[src/rtl/ple_pkg.sv]
`timescale 1ns / 1ps
// ----------------------------------------------------------------------------
// Positional list engine package
// Field widths, operation and status codes, and the control word that the
// controller hands to every list cell.
// ----------------------------------------------------------------------------
package ple_pkg;

  localparam int unsigned KIND_W  = 2;
  localparam int unsigned POS_W   = 8;
  localparam int unsigned VALUE_W = 32;
  localparam int unsigned COUNT_W = 9;

  typedef enum logic [KIND_W-1:0] {
    KIND_INSERT = 2'd0,
    KIND_ERASE  = 2'd1,
    KIND_READ   = 2'd2
  } kind_e;

  typedef enum logic [1:0] {
    STATUS_DONE  = 2'd0,
    STATUS_RANGE = 2'd1,
    STATUS_FULL  = 2'd2
  } status_e;

  typedef enum logic [1:0] {
    SHIFT_HOLD  = 2'd0,
    SHIFT_INS   = 2'd1,
    SHIFT_ERS   = 2'd2
  } shift_e;

  // Broadcast to all cells: what to do this cycle and at which list index.
  typedef struct packed {
    shift_e             op;
    logic [POS_W-1:0]   pos;
  } shift_t;

endpackage

[src/rtl/ple_in_if.sv]
`timescale 1ns / 1ps
// ----------------------------------------------------------------------------
// Positional list engine request channel
// Valid/ready channel carrying one operation word.
// ----------------------------------------------------------------------------
interface ple_in_if;
  logic                          valid;
  logic                          ready;
  logic [ple_pkg::KIND_W-1:0]    kind;
  logic [ple_pkg::POS_W-1:0]     position;
  logic [ple_pkg::VALUE_W-1:0]   value;

  modport source (output valid, output kind, output position, output value,
                  input ready);
  modport sink   (input valid, input kind, input position, input value,
                  output ready);
endinterface

[src/rtl/ple_out_if.sv]
`timescale 1ns / 1ps
// ----------------------------------------------------------------------------
// Positional list engine result channel
// Valid/ready channel carrying one result word.
// ----------------------------------------------------------------------------
interface ple_out_if;
  logic                          valid;
  logic                          ready;
  logic [ple_pkg::VALUE_W-1:0]   read_value;
  logic [1:0]                    status;
  logic [ple_pkg::COUNT_W-1:0]   entry_count;

  modport source (output valid, output read_value, output status,
                  output entry_count, input ready);
  modport sink   (input valid, input read_value, input status,
                  input entry_count, output ready);
endinterface

[src/rtl/ple_cell.sv]
`timescale 1ns / 1ps
// ----------------------------------------------------------------------------
// Positional list engine cell
// Holds one list entry; loads the new value, its left neighbor or its right
// neighbor depending on the broadcast shift command.
// ----------------------------------------------------------------------------
module ple_cell #(
  parameter int unsigned IDX = 0,
  parameter int unsigned SW  = 32
) (
  input  logic             clk_i,
  input  ple_pkg::shift_t  shift_i,
  input  logic [SW-1:0]    value_i,
  input  logic [SW-1:0]    left_i,
  input  logic [SW-1:0]    right_i,
  output logic [SW-1:0]    data_o,
  output logic [SW-1:0]    rd_o
);

  logic [SW-1:0] data_q;
  logic [SW-1:0] data_d;
  logic          at_pos;
  logic          above_pos;

  assign at_pos    = (shift_i.pos == ple_pkg::POS_W'(IDX));
  assign above_pos = (ple_pkg::POS_W'(IDX) > shift_i.pos);

  always_comb begin
    data_d = data_q;
    unique case (shift_i.op)
      ple_pkg::SHIFT_INS: begin
        if (at_pos) begin
          data_d = value_i;
        end else if (above_pos) begin
          data_d = left_i;
        end
      end
      ple_pkg::SHIFT_ERS: begin
        if (at_pos || above_pos) begin
          data_d = right_i;
        end
      end
      default: data_d = data_q;
    endcase
  end

  always_ff @(posedge clk_i) begin
    data_q <= data_d;
  end

  assign data_o = data_q;
  assign rd_o   = at_pos ? data_q : '0;

endmodule

[src/rtl/ple_ctrl.sv]
`timescale 1ns / 1ps
// ----------------------------------------------------------------------------
// Positional list engine controller
// Keeps the entry count, decodes each operation into a shift command for the
// cells and works out the status and count of the result.
// ----------------------------------------------------------------------------
module ple_ctrl #(
  parameter int unsigned DEPTH = 16,
  parameter int unsigned CW    = $clog2(DEPTH + 1)
) (
  input  logic                          clk_i,
  input  logic                          rst_ni,
  input  logic                          accept_i,
  input  logic [ple_pkg::KIND_W-1:0]    kind_i,
  input  logic [ple_pkg::POS_W-1:0]     pos_i,
  output ple_pkg::shift_t               shift_o,
  output ple_pkg::status_e              status_o,
  output logic                          rd_hit_o,
  output logic [CW-1:0]                 count_o,
  output logic [ple_pkg::COUNT_W-1:0]   count_next_o
);

  logic [CW-1:0]                count_q;
  logic [CW-1:0]                count_d;
  logic [ple_pkg::COUNT_W-1:0]  pos_ext;
  logic [ple_pkg::COUNT_W-1:0]  cnt_ext;
  ple_pkg::shift_e              op;
  logic [ple_pkg::POS_W-1:0]    pos_eff;

  assign pos_ext = ple_pkg::COUNT_W'(pos_i);
  assign cnt_ext = ple_pkg::COUNT_W'(count_q);

  always_comb begin
    count_d  = count_q;
    op       = ple_pkg::SHIFT_HOLD;
    pos_eff  = pos_i;
    status_o = ple_pkg::STATUS_DONE;
    rd_hit_o = 1'b0;
    unique case (ple_pkg::kind_e'(kind_i))
      ple_pkg::KIND_INSERT: begin
        if (count_q == CW'(DEPTH)) begin
          status_o = ple_pkg::STATUS_FULL;
        end else begin
          op      = ple_pkg::SHIFT_INS;
          // Past the end the value is appended.
          pos_eff = (pos_ext > cnt_ext) ? ple_pkg::POS_W'(count_q) : pos_i;
          count_d = count_q + CW'(1);
        end
      end
      ple_pkg::KIND_ERASE: begin
        if (pos_ext >= cnt_ext) begin
          status_o = ple_pkg::STATUS_RANGE;
        end else begin
          op      = ple_pkg::SHIFT_ERS;
          count_d = count_q - CW'(1);
        end
      end
      ple_pkg::KIND_READ: begin
        if (pos_ext >= cnt_ext) begin
          status_o = ple_pkg::STATUS_RANGE;
        end else begin
          rd_hit_o = 1'b1;
        end
      end
      default: status_o = ple_pkg::STATUS_RANGE;
    endcase
  end

  always_ff @(posedge clk_i or negedge rst_ni) begin
    if (!rst_ni) begin
      count_q <= '0;
    end else if (accept_i) begin
      count_q <= count_d;
    end
  end

  assign shift_o.op   = accept_i ? op : ple_pkg::SHIFT_HOLD;
  assign shift_o.pos  = pos_eff;
  assign count_o      = count_q;
  assign count_next_o = ple_pkg::COUNT_W'(count_d);

endmodule

[src/rtl/positional_list_engine.sv]
`timescale 1ns / 1ps
// ----------------------------------------------------------------------------
// Positional list engine
// Ordered list of up to DEPTH values with insert, erase and read at a
// position, built as a row of cells that shift together.
// ----------------------------------------------------------------------------
//  channel | dir | handshake     | payload
//  in_i    | in  | valid / ready | kind, position, value
//  out_o   | out | valid / ready | read_value, status, entry_count
//
// For every word, all cells shift together on the accepting edge, and the
// result is written into the output register on that same edge.
// A new word is accepted whenever the output register is empty or being read,
// so one word per cycle is sustained while the sink keeps up.
// Reset empties the list at once; no clearing pass is needed.
// A stalled result holds the output register and stops further accepts.
// ----------------------------------------------------------------------------
module positional_list_engine #(
  parameter int unsigned DEPTH      = 16,
  parameter int unsigned DATA_WIDTH = 32
) (
  input  logic       clk_i,
  input  logic       rst_ni,
  ple_in_if.sink     in_i,
  ple_out_if.source  out_o
);

  localparam int unsigned SW = (DATA_WIDTH < ple_pkg::VALUE_W) ? DATA_WIDTH
                                                                : ple_pkg::VALUE_W;
  localparam int unsigned CW = $clog2(DEPTH + 1);

  logic                          accept;
  ple_pkg::shift_t               shift;
  ple_pkg::status_e              status;
  logic                          rd_hit;
  logic [CW-1:0]                 count;
  logic [ple_pkg::COUNT_W-1:0]   count_next;
  logic [SW-1:0]                 value;
  logic [SW-1:0]                 cell_data [DEPTH];
  logic [SW-1:0]                 cell_rd   [DEPTH];
  logic [SW-1:0]                 rd_sel;

  logic                          out_valid_q;
  logic [ple_pkg::VALUE_W-1:0]   read_value_q;
  logic [1:0]                    status_q;
  logic [ple_pkg::COUNT_W-1:0]   entry_count_q;

  assign in_i.ready = !out_valid_q || out_o.ready;
  assign accept     = in_i.valid && in_i.ready;
  assign value      = in_i.value[SW-1:0];

  ple_ctrl #(
    .DEPTH (DEPTH),
    .CW    (CW)
  ) u_ctrl (
    .clk_i        (clk_i),
    .rst_ni       (rst_ni),
    .accept_i     (accept),
    .kind_i       (in_i.kind),
    .pos_i        (in_i.position),
    .shift_o      (shift),
    .status_o     (status),
    .rd_hit_o     (rd_hit),
    .count_o      (count),
    .count_next_o (count_next)
  );

  for (genvar k = 0; k < DEPTH; k++) begin : g_cell
    logic [SW-1:0] left;
    logic [SW-1:0] right;
    if (k == 0) begin : g_first
      assign left = '0;
    end else begin : g_inner_l
      assign left = cell_data[k-1];
    end
    // The top cell has no right neighbor and keeps its own word on erase.
    if (k == DEPTH - 1) begin : g_last
      assign right = cell_data[k];
    end else begin : g_inner_r
      assign right = cell_data[k+1];
    end
    ple_cell #(
      .IDX (k),
      .SW  (SW)
    ) u_cell (
      .clk_i   (clk_i),
      .shift_i (shift),
      .value_i (value),
      .left_i  (left),
      .right_i (right),
      .data_o  (cell_data[k]),
      .rd_o    (cell_rd[k])
    );
  end

  // At most one cell matches the position, so the words can be OR-ed.
  always_comb begin
    rd_sel = '0;
    for (int k = 0; k < DEPTH; k++) begin
      rd_sel = rd_sel | cell_rd[k];
    end
  end

  always_ff @(posedge clk_i or negedge rst_ni) begin
    if (!rst_ni) begin
      out_valid_q <= 1'b0;
    end else if (accept) begin
      out_valid_q <= 1'b1;
    end else if (out_o.ready) begin
      out_valid_q <= 1'b0;
    end
  end

  always_ff @(posedge clk_i) begin
    if (accept) begin
      read_value_q  <= rd_hit ? ple_pkg::VALUE_W'(rd_sel) : '0;
      status_q      <= status;
      entry_count_q <= count_next;
    end
  end

  assign out_o.valid       = out_valid_q;
  assign out_o.read_value  = read_value_q;
  assign out_o.status      = status_q;
  assign out_o.entry_count = entry_count_q;

  a_count_bound : assert property (
    @(posedge clk_i) disable iff (!rst_ni)
    ple_pkg::COUNT_W'(count) <= ple_pkg::COUNT_W'(DEPTH)
  ) else $error("entry count exceeds list depth");

  a_full_count : assert property (
    @(posedge clk_i) disable iff (!rst_ni)
    out_valid_q && (status_q == ple_pkg::STATUS_FULL)
      |-> (entry_count_q == ple_pkg::COUNT_W'(DEPTH))
  ) else $error("full status reported below capacity");

  a_range_zero : assert property (
    @(posedge clk_i) disable iff (!rst_ni)
    out_valid_q && (status_q != ple_pkg::STATUS_DONE) |-> (read_value_q == '0)
  ) else $error("refused operation returned a nonzero word");

  a_count_tracks : assert property (
    @(posedge clk_i) disable iff (!rst_ni)
    accept |=> (ple_pkg::COUNT_W'(count) == entry_count_q)
  ) else $error("held count differs from reported count");

endmodule
[src/flat_wrapper.sv]
// flat-port wrapper written by rule: the top's interface ports become plain ports
module positional_list_engine_flat 
#(
  parameter int unsigned DEPTH      = 16,
  parameter int unsigned DATA_WIDTH = 32
)
  (clk_i, rst_ni, in_i_valid, in_i_kind, in_i_position, in_i_value, in_i_ready, out_o_valid, out_o_read_value, out_o_status, out_o_entry_count, out_o_ready);
  ple_in_if in_i_i ();
  ple_out_if out_o_i ();
  input  logic clk_i;
  input  logic rst_ni;
  input wire logic [$bits(in_i_i.valid)-1:0] in_i_valid;
  input wire logic [$bits(in_i_i.kind)-1:0] in_i_kind;
  input wire logic [$bits(in_i_i.position)-1:0] in_i_position;
  input wire logic [$bits(in_i_i.value)-1:0] in_i_value;
  output wire logic [$bits(in_i_i.ready)-1:0] in_i_ready;
  output wire logic [$bits(out_o_i.valid)-1:0] out_o_valid;
  output wire logic [$bits(out_o_i.read_value)-1:0] out_o_read_value;
  output wire logic [$bits(out_o_i.status)-1:0] out_o_status;
  output wire logic [$bits(out_o_i.entry_count)-1:0] out_o_entry_count;
  input wire logic [$bits(out_o_i.ready)-1:0] out_o_ready;
  assign in_i_i.valid = in_i_valid;
  assign in_i_i.kind = in_i_kind;
  assign in_i_i.position = in_i_position;
  assign in_i_i.value = in_i_value;
  assign in_i_ready = in_i_i.ready;
  assign out_o_valid = out_o_i.valid;
  assign out_o_read_value = out_o_i.read_value;
  assign out_o_status = out_o_i.status;
  assign out_o_entry_count = out_o_i.entry_count;
  assign out_o_i.ready = out_o_ready;
  positional_list_engine #(.DEPTH(DEPTH), .DATA_WIDTH(DATA_WIDTH)) u_core (.clk_i(clk_i), .rst_ni(rst_ni), .in_i(in_i_i), .out_o(out_o_i));
endmodule
[config.mk]
export PLATFORM = sky130hd
export DESIGN_NAME = positional_list_engine_flat
export DESIGN_NICKNAME = d
export VERILOG_FILES = /design/src/rtl/ple_pkg.sv /design/src/rtl/ple_in_if.sv /design/src/rtl/ple_out_if.sv /design/src/rtl/ple_cell.sv /design/src/rtl/ple_ctrl.sv /design/src/rtl/positional_list_engine.sv /design/src/flat_wrapper.sv
export SDC_FILE = /design/constraint.sdc
export NUM_CORES = 1
export LEC_CHECK = 0
export BUFFER_PORTS_ARGS = -buffer_cell sky130_fd_sc_hd__buf_2
export CAP_MARGIN = 20
export CELL_PAD_IN_SITES_DETAIL_PLACEMENT = 1
export CELL_PAD_IN_SITES_GLOBAL_PLACEMENT = 2
export CORE_MARGIN = 3
export CORE_UTILIZATION = 35
export DETAILED_ROUTE_END_ITERATION = 10
export PLACE_DENSITY = 0.7
export SYNTH_ARGS = -nofsm -noshare
export SYNTH_HDL_FRONTEND = slang
export SYNTH_SLANG_ARGS = --single-unit
[constraint.sdc]
create_clock -name clk_i -period 5.85 [get_ports clk_i]
set_input_delay 0.585 -clock clk_i [delete_from_list [all_inputs] [get_ports clk_i]]
set_output_delay 0.585 -clock clk_i [all_outputs]
set_load 0.01 [all_outputs]
After elaboration in Yosys (flattened, before gate mapping)
Cells that the tools add are included.

cells by class
  order comparisons = 18
  reduce and logical (&&, ||, !) cells = 40
  equality and inequality tests = 50
  $add $sub $neg = 2
  muxes and demuxes = 95
  bitwise operators = 15

operators with widths
  cell                                                count
  2-to-1 mux 32 bit                                   63
  one-hot mux 32 bit (2 select lines)                 15
  bitwise OR 32 bit                                   15
  == test 8 x 4 -> 1 bit (second input constant)      8
  > comparator 4 x 8 -> 1 bit (first input constant)  8
  inequality test 3 bit (second input constant)       15
  AND reduction 3 bit                                 15
  == test 8 x 3 -> 1 bit (second input constant)      4
  > comparator 3 x 8 -> 1 bit (first input constant)  4
  inequality test 2 bit (second input constant)       15
  2-to-1 mux 8 bit                                    3
  == test 8 x 2 -> 1 bit (second input constant)      2
  > comparator 1 x 8 -> 1 bit (first input constant)  2
  > comparator 2 x 8 -> 1 bit (first input constant)  2
  logical OR 1 bit                                    16
  2-to-1 mux 5 bit                                    2
  one-hot mux 5 bit (2 select lines)                  1
  == test 8 x 1 -> 1 bit (second input constant)      1
  greater-or-equal comparator 8 x 5 -> 1 bit          1
  > comparator 8 x 5 -> 1 bit                         1
  logical NOT 8 bit                                   1
  one-hot mux 2 bit (2 select lines)                  2
  2-to-1 mux 1 bit                                    6
  2-to-1 mux 2 bit                                    3
  other kinds (11)                                    15

word-level totals
  word-level logic and storage cells = 241
  flip-flop bits (word level) = 557

Depth between registers and ports, before layout
  word-level depth = 21
  gate-level depth with buffers = 16
  depth with buffers taken out = 12

Cells and area by module
Synthesis repeated with hierarchy kept, for this count alone.

second synthesis, totals
  cells, all modules = 3,960
  area total of the unflattened synthesis = 36,572.6 µm²

by module, submodules not included
  module                                instances  cells an instance  seq. area each (µm²)  area each (µm²)
  positional_list_engine                1          212                1,316.3               2,457.4
  ple_cell at u_core.g_cell[1].u_cell   1          219                960.9                 2,288.4
  ple_cell at u_core.g_cell[12].u_cell  1          228                960.9                 2,083.2
  ple_cell at u_core.g_cell[9].u_cell   1          228                960.9                 2,080.7
  ple_cell at u_core.g_cell[6].u_cell   1          227                960.9                 2,073.2
  ple_cell at u_core.g_cell[5].u_cell   1          225                960.9                 2,062.0
  ple_cell at u_core.g_cell[4].u_cell   1          227                960.9                 2,054.5
  ple_cell at u_core.g_cell[7].u_cell   1          226                960.9                 2,050.7
  ple_cell at u_core.g_cell[2].u_cell   1          225                960.9                 2,049.5
  ple_cell at u_core.g_cell[3].u_cell   1          225                960.9                 2,048.2
  ple_cell at u_core.g_cell[10].u_cell  1          226                960.9                 2,047.0
  ple_cell at u_core.g_cell[0].u_cell   1          224                960.9                 2,044.5
  ple_cell at u_core.g_cell[8].u_cell   1          224                960.9                 2,040.7
  ple_cell at u_core.g_cell[13].u_cell  1          225                960.9                 2,039.5
  +4 rows                               n/a        n/a                n/a                   n/a

Worst setup path before layout
Ideal clock, no wire load.

  path kind = input to register
  start = input out_o_ready
  end = register u_core.g_cell[1].u_cell.data_q[0], enable pin
  arrival time = 5.616 ns
  stages on the path = 12
  slack = -0.157 ns
  required time = 5.459 ns
  cell sequence = nand2b_1 -> nand2_1 -> inv_1 -> clkbuf_1 -> nand2_1 -> ha_1 -> clkbuf_1 -> clkbuf_1 -> nor2_1 -> nor2_1 -> nor2_1 -> o21a_1

on the way
  word-level cells in the longest chain between the ends = 6

RTL lines
  what                                                                  line                          text
  start, declared                                                       flat_wrapper.sv:21            input wire logic [$bits(out_o_i.ready)-1:0] out_o_ready;
  logical OR 1 bit *                                                    positional_list_engine.sv:48  assign in_i.ready = !out_valid_q || out_o.ready;
  logical AND 1 bit *                                                   positional_list_engine.sv:49  assign accept = in_i.valid && in_i.ready;
  via u_core.accept                                                     positional_list_engine.sv:32  logic accept;
  2-to-1 mux 2 bit *                                                    ple_ctrl.sv:77                assign shift_o.op = accept_i ? op : ple_pkg::SHIFT_HOLD;
  == test 2 x 1 -> 1 bit / == test 2 bit (equally long branches)        ple_cell.sv:30                unique case (shift_i.op)
  inequality test 3 bit (no source line), or another cell as far along  n/a
  AND reduction 3 bit (no source line) *                                n/a
  end signal, assigned                                                  ple_cell.sv:48                data_q <= data_d;
  end, declared                                                         ple_cell.sv:20                logic [SW-1:0] data_q;

The timed path passes the listed nets; every way through them passes the cells marked *.
A chain may end at the register's enable or synchronous reset.

Worst setup path after layout
  start = register u_core.u_ctrl.count_q[1], in the netlist u_core.u_ctrl.count_o[1]
  end = register u_core.g_cell[13].u_cell.data_q[26], enable pin

on the way
  word-level cells in the longest chain between the ends = 8

RTL lines
  what                                                                          line                            text
  start, declared                                                               ple_ctrl.sv:23                  logic [CW-1:0] count_q;
  start signal, assigned                                                        ple_ctrl.sv:73                  count_q <= count_d;
  > comparator 8 x 5 -> 1 bit                                                   ple_ctrl.sv:46                  pos_eff = (pos_ext > cnt_ext) ? ple_pkg::POS_W'(count_q) : pos_i;
  2-to-1 mux 8 bit                                                              ple_ctrl.sv:46
  2-to-1 mux 8 bit                                                              ple_ctrl.sv:41                  if (count_q == CW'(DEPTH)) begin
  2-to-1 mux 8 bit                                                              ple_ctrl.sv:39                  unique case (ple_pkg::kind_e'(kind_i))
  > comparator 4 x 8 -> 1 bit / == test 8 x 4 -> 1 bit (equally long branches)  ple_cell.sv:26, ple_cell.sv:25
  logical OR 1 bit                                                              ple_cell.sv:39                  if (at_pos || above_pos) begin
  inequality test 2 bit (no source line)                                        n/a
  AND reduction 3 bit (no source line) *                                        n/a
  end signal, assigned                                                          ple_cell.sv:48
  end, declared                                                                 ple_cell.sv:20

Mark *: on every way between the ends. The rest lies on a longest branch, timed or not.

==> results list <==
- From bottom edge to top edge, the die measures 308 µm.
- In this run the tool buffered the top-level ports with 86 buffer cells.
* Flip-flop cell with the highest count after synthesis: sky130_fd_sc_hd__edfxtp_1
* Layout cells sized above 1: 12.8%
- In this run the cell area of the synthesized design comes to 31900 µm².
- Critical path type: reg -> reg
- Clock latency on the worst-skew pair, taken at its later pin, is 0.62 ns.
* Worst path cell trace: inv_1 -> ha_1 -> a31o_1 -> nor2_8 -> a21oi_4 -> buf_4 -> a32oi_4 -> o21ai_0 -> a31oi_4 -> buf_4
* Synth unique cells: 73
- Maximum number of pins on one net before global-route repair: 231
- Starting utilization of the core area: 35.4%
* Cell area reported after detailed placement: 33600 µm²
* First-pass GRT wire length: 188000 µm
- Global routing used 26.9% of the available tracks across all layers.
* Wirelength per Cell: 31.1 µm
* Gate count after technology mapping: 2970
* Worst Hold Path Cells: 2
* Minimum setup slack among reg-to-reg paths: 0.91 ns
- Before antenna repair, the detailed router went through 6 iterations.
- Sequential fraction of the synthesis area: 52.3%
* Cell with the most instances after synthesis: sky130_fd_sc_hd__nand2_1
- Final hold vios: 0
- The total overflow left after global routing is 0.
- Outcome: complete, no violations
* Leakage Power: 10.2 nW
* Floorplan die area: 94900 µm²
- Hold wc startpoint: in_i_valid
- The via count of the first global-routing pass is 25800.
* Net count, final: 3009
* Peak supply drop: 177 µV
- The largest total area in the synthesized netlist belongs to sky130_fd_sc_hd__edfxtp_1.
- In this run the critical register-to-register path is launched from u_core.u_ctrl.count_o[1]$_DFFE_PN0P_.
- Number of design-rule violations left by the first detailed-router iteration: 2577
- Slew @ Worst Pin: 1.05 ns
- Async set-reset flop share out of synthesis: 1.08%
- DRT Wirelength: 130000 µm
- Worst Hold Path EP: u_core.out_o.valid$_DFFE_PN0P_
* Initial antenna violation count: 19
* Worst min path class: in -> reg
- Post-layout instance area: 35800 µm²
* Area of the core region: 90300 µm²
* CTS Sinks: 557
- Among all stages on the critical path, the largest delay is contributed by sky130_fd_sc_hd__dfrtp_1.
* Data arrival at the endpoint of the critical path: 5.18 ns
- Endpoint class of the critical path: flop
* Setup_tns: 0 ns
- In this run, synthesis produced a sequential element count of 557.
* Worst-path fanout max: 27
* Per-instance average area after synthesis: 10.8 µm²
* Total half-perimeter wirelength after legalization and detailed placement: 80400 µm
- The endpoint identified for the worst register-to-register timing path is u_core.g_cell[13].u_cell.data_o[26]$_DFFE_PP_.
- The count of nets left with antenna violations once routing finished came out at 0.
- Routability-driven placement finished with a final weighted congestion of 0.866.
* Portion of the clock cycle consumed by the worst path in the final layout: 84.4%
- Clock edge transition at the registers on the reported setup and hold paths: 0.05 ns
* Clock tree from TritonCTS: built
- Subtracting the final worst setup slack from the clock period gives 4.94 ns.
- Highest clock rate: 202 MHz
- After synthesis, the largest area contributor takes up 51.8% of total cell area.
* Top-Level Pins: 91
* Maximum clock skew at final layout: 0.0130 ns
- Headroom to the max-slew limit: 29.8%
- CP bufs+invs: 3
* Delay of the slowest critical-path stage: 0.61 ns
- The routed layout has 25800 vias.
* Synth-to-Final Area Change: 12.1%
* Width of the die: 308 µm
- H-tree Lvls: 3
* Warnings, synthesis: 0
* Final total power: 10.8 mW
* Final Core Density: 39.6%
- Number of standard-cell rows in the floorplan: 110
- Top cell types by occurrence after synthesis: sky130_fd_sc_hd__nand2_1, sky130_fd_sc_hd__o21ai_0, sky130_fd_sc_hd__edfxtp_1
- Top area cells in the synthesized netlist: sky130_fd_sc_hd__edfxtp_1, sky130_fd_sc_hd__mux2i_1, sky130_fd_sc_hd__o21ai_0
- The worst setup path is launched from a flop.
* Number of setup buffers added after CTS: 0
- The tool flagged a number of max-cap violations equal to 0.
* Total setup violations reported at the end of the flow: 0
- Number of buffers inserted during clock tree synthesis: 69
- Clock Path Buffers: 3
* Number of stages on the worst setup path: 10
- The cell that appears most often on the critical path is sky130_fd_sc_hd__buf_4.
- Yosys mapped a number of flops with a built-in enable equal to 551.
- Fin. max-slew vios: 0
- Counting cells, the worst reg-to-reg path comes to 10.
- Setup repair after global routing left no endpoint under its margin.
- PD cells: 301 nW/µm²
- Kind of cell adding the most delay to the critical path: compound AO/OA/AOI/OAI gates
- Count of instances resized after the clock tree is built: 0
- In the routed design, unresolved DRC markers number 0.
* Data required, critical path: 6.10 ns
- Root Buffer: sky130_fd_sc_hd__clkbuf_16
- Drt via density: 6.17
[per-stage QoR]
step                worst slack, ns  hold WS (ns)  cells
floorplan                    0.0634         0.289   2973
global placement              0.958         0.434   4055
detailed placement            0.901         0.437   4055
CTS                           0.962         0.146   4181
global route                  0.692         0.167   4189
finish                        0.911         0.176   4191
[worst register-to-register path: stages, from the launching register on]
cell and delay (ns):
sky130_fd_sc_hd__dfrtp_1 0.61, sky130_fd_sc_hd__inv_1 0.28, sky130_fd_sc_hd__ha_1 0.34, sky130_fd_sc_hd__a31o_1 0.55, sky130_fd_sc_hd__nor2_8 0.39, sky130_fd_sc_hd__a21oi_4 0.16
sky130_fd_sc_hd__buf_4 0.23, sky130_fd_sc_hd__a32oi_4 0.57, sky130_fd_sc_hd__o21ai_0 0.30, sky130_fd_sc_hd__a31oi_4 0.48, sky130_fd_sc_hd__buf_4 0.61
[how the worst max path moves through the flow]
stage	start	end	slack, ns
after floorplan	out_o_ready	u_core.g_cell[4].u_cell.data_o[0]$_DFFE_PP_	0.06
after global placement	in_i_kind[0]	u_core.g_cell[13].u_cell.data_o[8]$_DFFE_PP_	0.96
after detailed placement	in_i_kind[0]	u_core.g_cell[13].u_cell.data_o[8]$_DFFE_PP_	0.90
after CTS	u_core.u_ctrl.count_o[1]$_DFFE_PN0P_	u_core.g_cell[13].u_cell.data_o[5]$_DFFE_PP_	0.96
after global routing	u_core.u_ctrl.count_o[1]$_DFFE_PN0P_	u_core.g_cell[13].u_cell.data_o[5]$_DFFE_PP_	0.69
final	u_core.u_ctrl.count_o[1]$_DFFE_PN0P_	u_core.g_cell[13].u_cell.data_o[26]$_DFFE_PP_	0.91
[cell families (layout without fill, tap and decap cells)]
group / Yosys count / count (layout) / share of synthesized area [%]
xor+xnor: 2 / 2 / 0.0548
flops: 557 / 557 / 52.3
mux: 498 / 498 / 15.8
other cells: 1 / 14 / 0.0117
fa+ha+maj: 12 / 12 / 0.470
compound gates: 888 / 888 / 17.2
buf+inv: 298 / 330 / 4.86
simple gates: 714 / 714 / 9.30
[power breakdown]
part | internal (mW) | total (mW) | switching (mW)
registers | 4.63 | 4.79 | 0.162
logic | 0.553 | 1.75 | 1.19
clock network | 2.43 | 4.24 | 1.81
[sequential cells by signal, indices dropped and copies added, names as in the netlist]
register and cells:
u_core.u_ctrl.count_o 5, u_core.out_o.valid 1, u_core.out_o.status 2, u_core.out_o.entry_count 5, u_core.out_o.read_value 32, u_core.g_cell.u_cell.data_o 512
[what timing repair did]
item                                    in CTS  in global routing
hold buffers                                 1                  0
endpoints found under the hold margin        6                  0
endpoints found under the setup margin       0                  0
[final cells by class]
type / instances / area, µm²
fill: 9837 / 54500
sequential: 557 / 16700
multi-input combinational: 2118 / 14000
clock buffer: 90 / 1870
tap: 1176 / 1470
timing repair buffer: 180 / 1380
clock inverter: 35 / 287
inverter: 25 / 93.8
antenna: 10 / 25.0
[cell usage in the layout, fill, tap and decap left out, types with 15 or more instances in the layout]
| master | netlist | layout |
|---|---|---|
| sky130_fd_sc_hd__clkbuf_16 | 0 | 72 |
| sky130_fd_sc_hd__a31oi_1 | 23 | 21 |
| sky130_fd_sc_hd__clkbuf_1 | 156 | 18 |
| sky130_fd_sc_hd__nand4_1 | 15 | 15 |
| sky130_fd_sc_hd__edfxtp_1 | 551 | 551 |
| sky130_fd_sc_hd__a22oi_1 | 59 | 59 |
| sky130_fd_sc_hd__nor3_1 | 22 | 22 |
| sky130_fd_sc_hd__nand2_1 | 571 | 570 |
| sky130_fd_sc_hd__a22o_1 | 78 | 78 |
| sky130_fd_sc_hd__buf_4 | 46 | 74 |
| sky130_fd_sc_hd__buf_12 | 0 | 19 |
| sky130_fd_sc_hd__a221oi_1 | 37 | 37 |
| sky130_fd_sc_hd__nor2_1 | 36 | 33 |
| sky130_fd_sc_hd__buf_2 | 40 | 86 |
| sky130_fd_sc_hd__nand3_1 | 20 | 20 |
| sky130_fd_sc_hd__a222oi_1 | 19 | 19 |
| sky130_fd_sc_hd__mux2i_1 | 453 | 452 |
| sky130_fd_sc_hd__mux2_2 | 42 | 42 |
| sky130_fd_sc_hd__o21ai_0 | 559 | 558 |
| sky130_fd_sc_hd__inv_1 | 24 | 22 |
[metal layers]
layer | vias up | GRT usage, % | share of wire, %
met5 | - | 0 | 0.030
met4 | 6 | 9.25 | 3.2
met3 | 205 | 4.30 | 6.9
met2 | 1017 | 42.0 | 45
met1 | 13500 | 37.9 | 45
li1 | 11100 | - | -
Note: power is estimated with default switching activity, not from simulation.
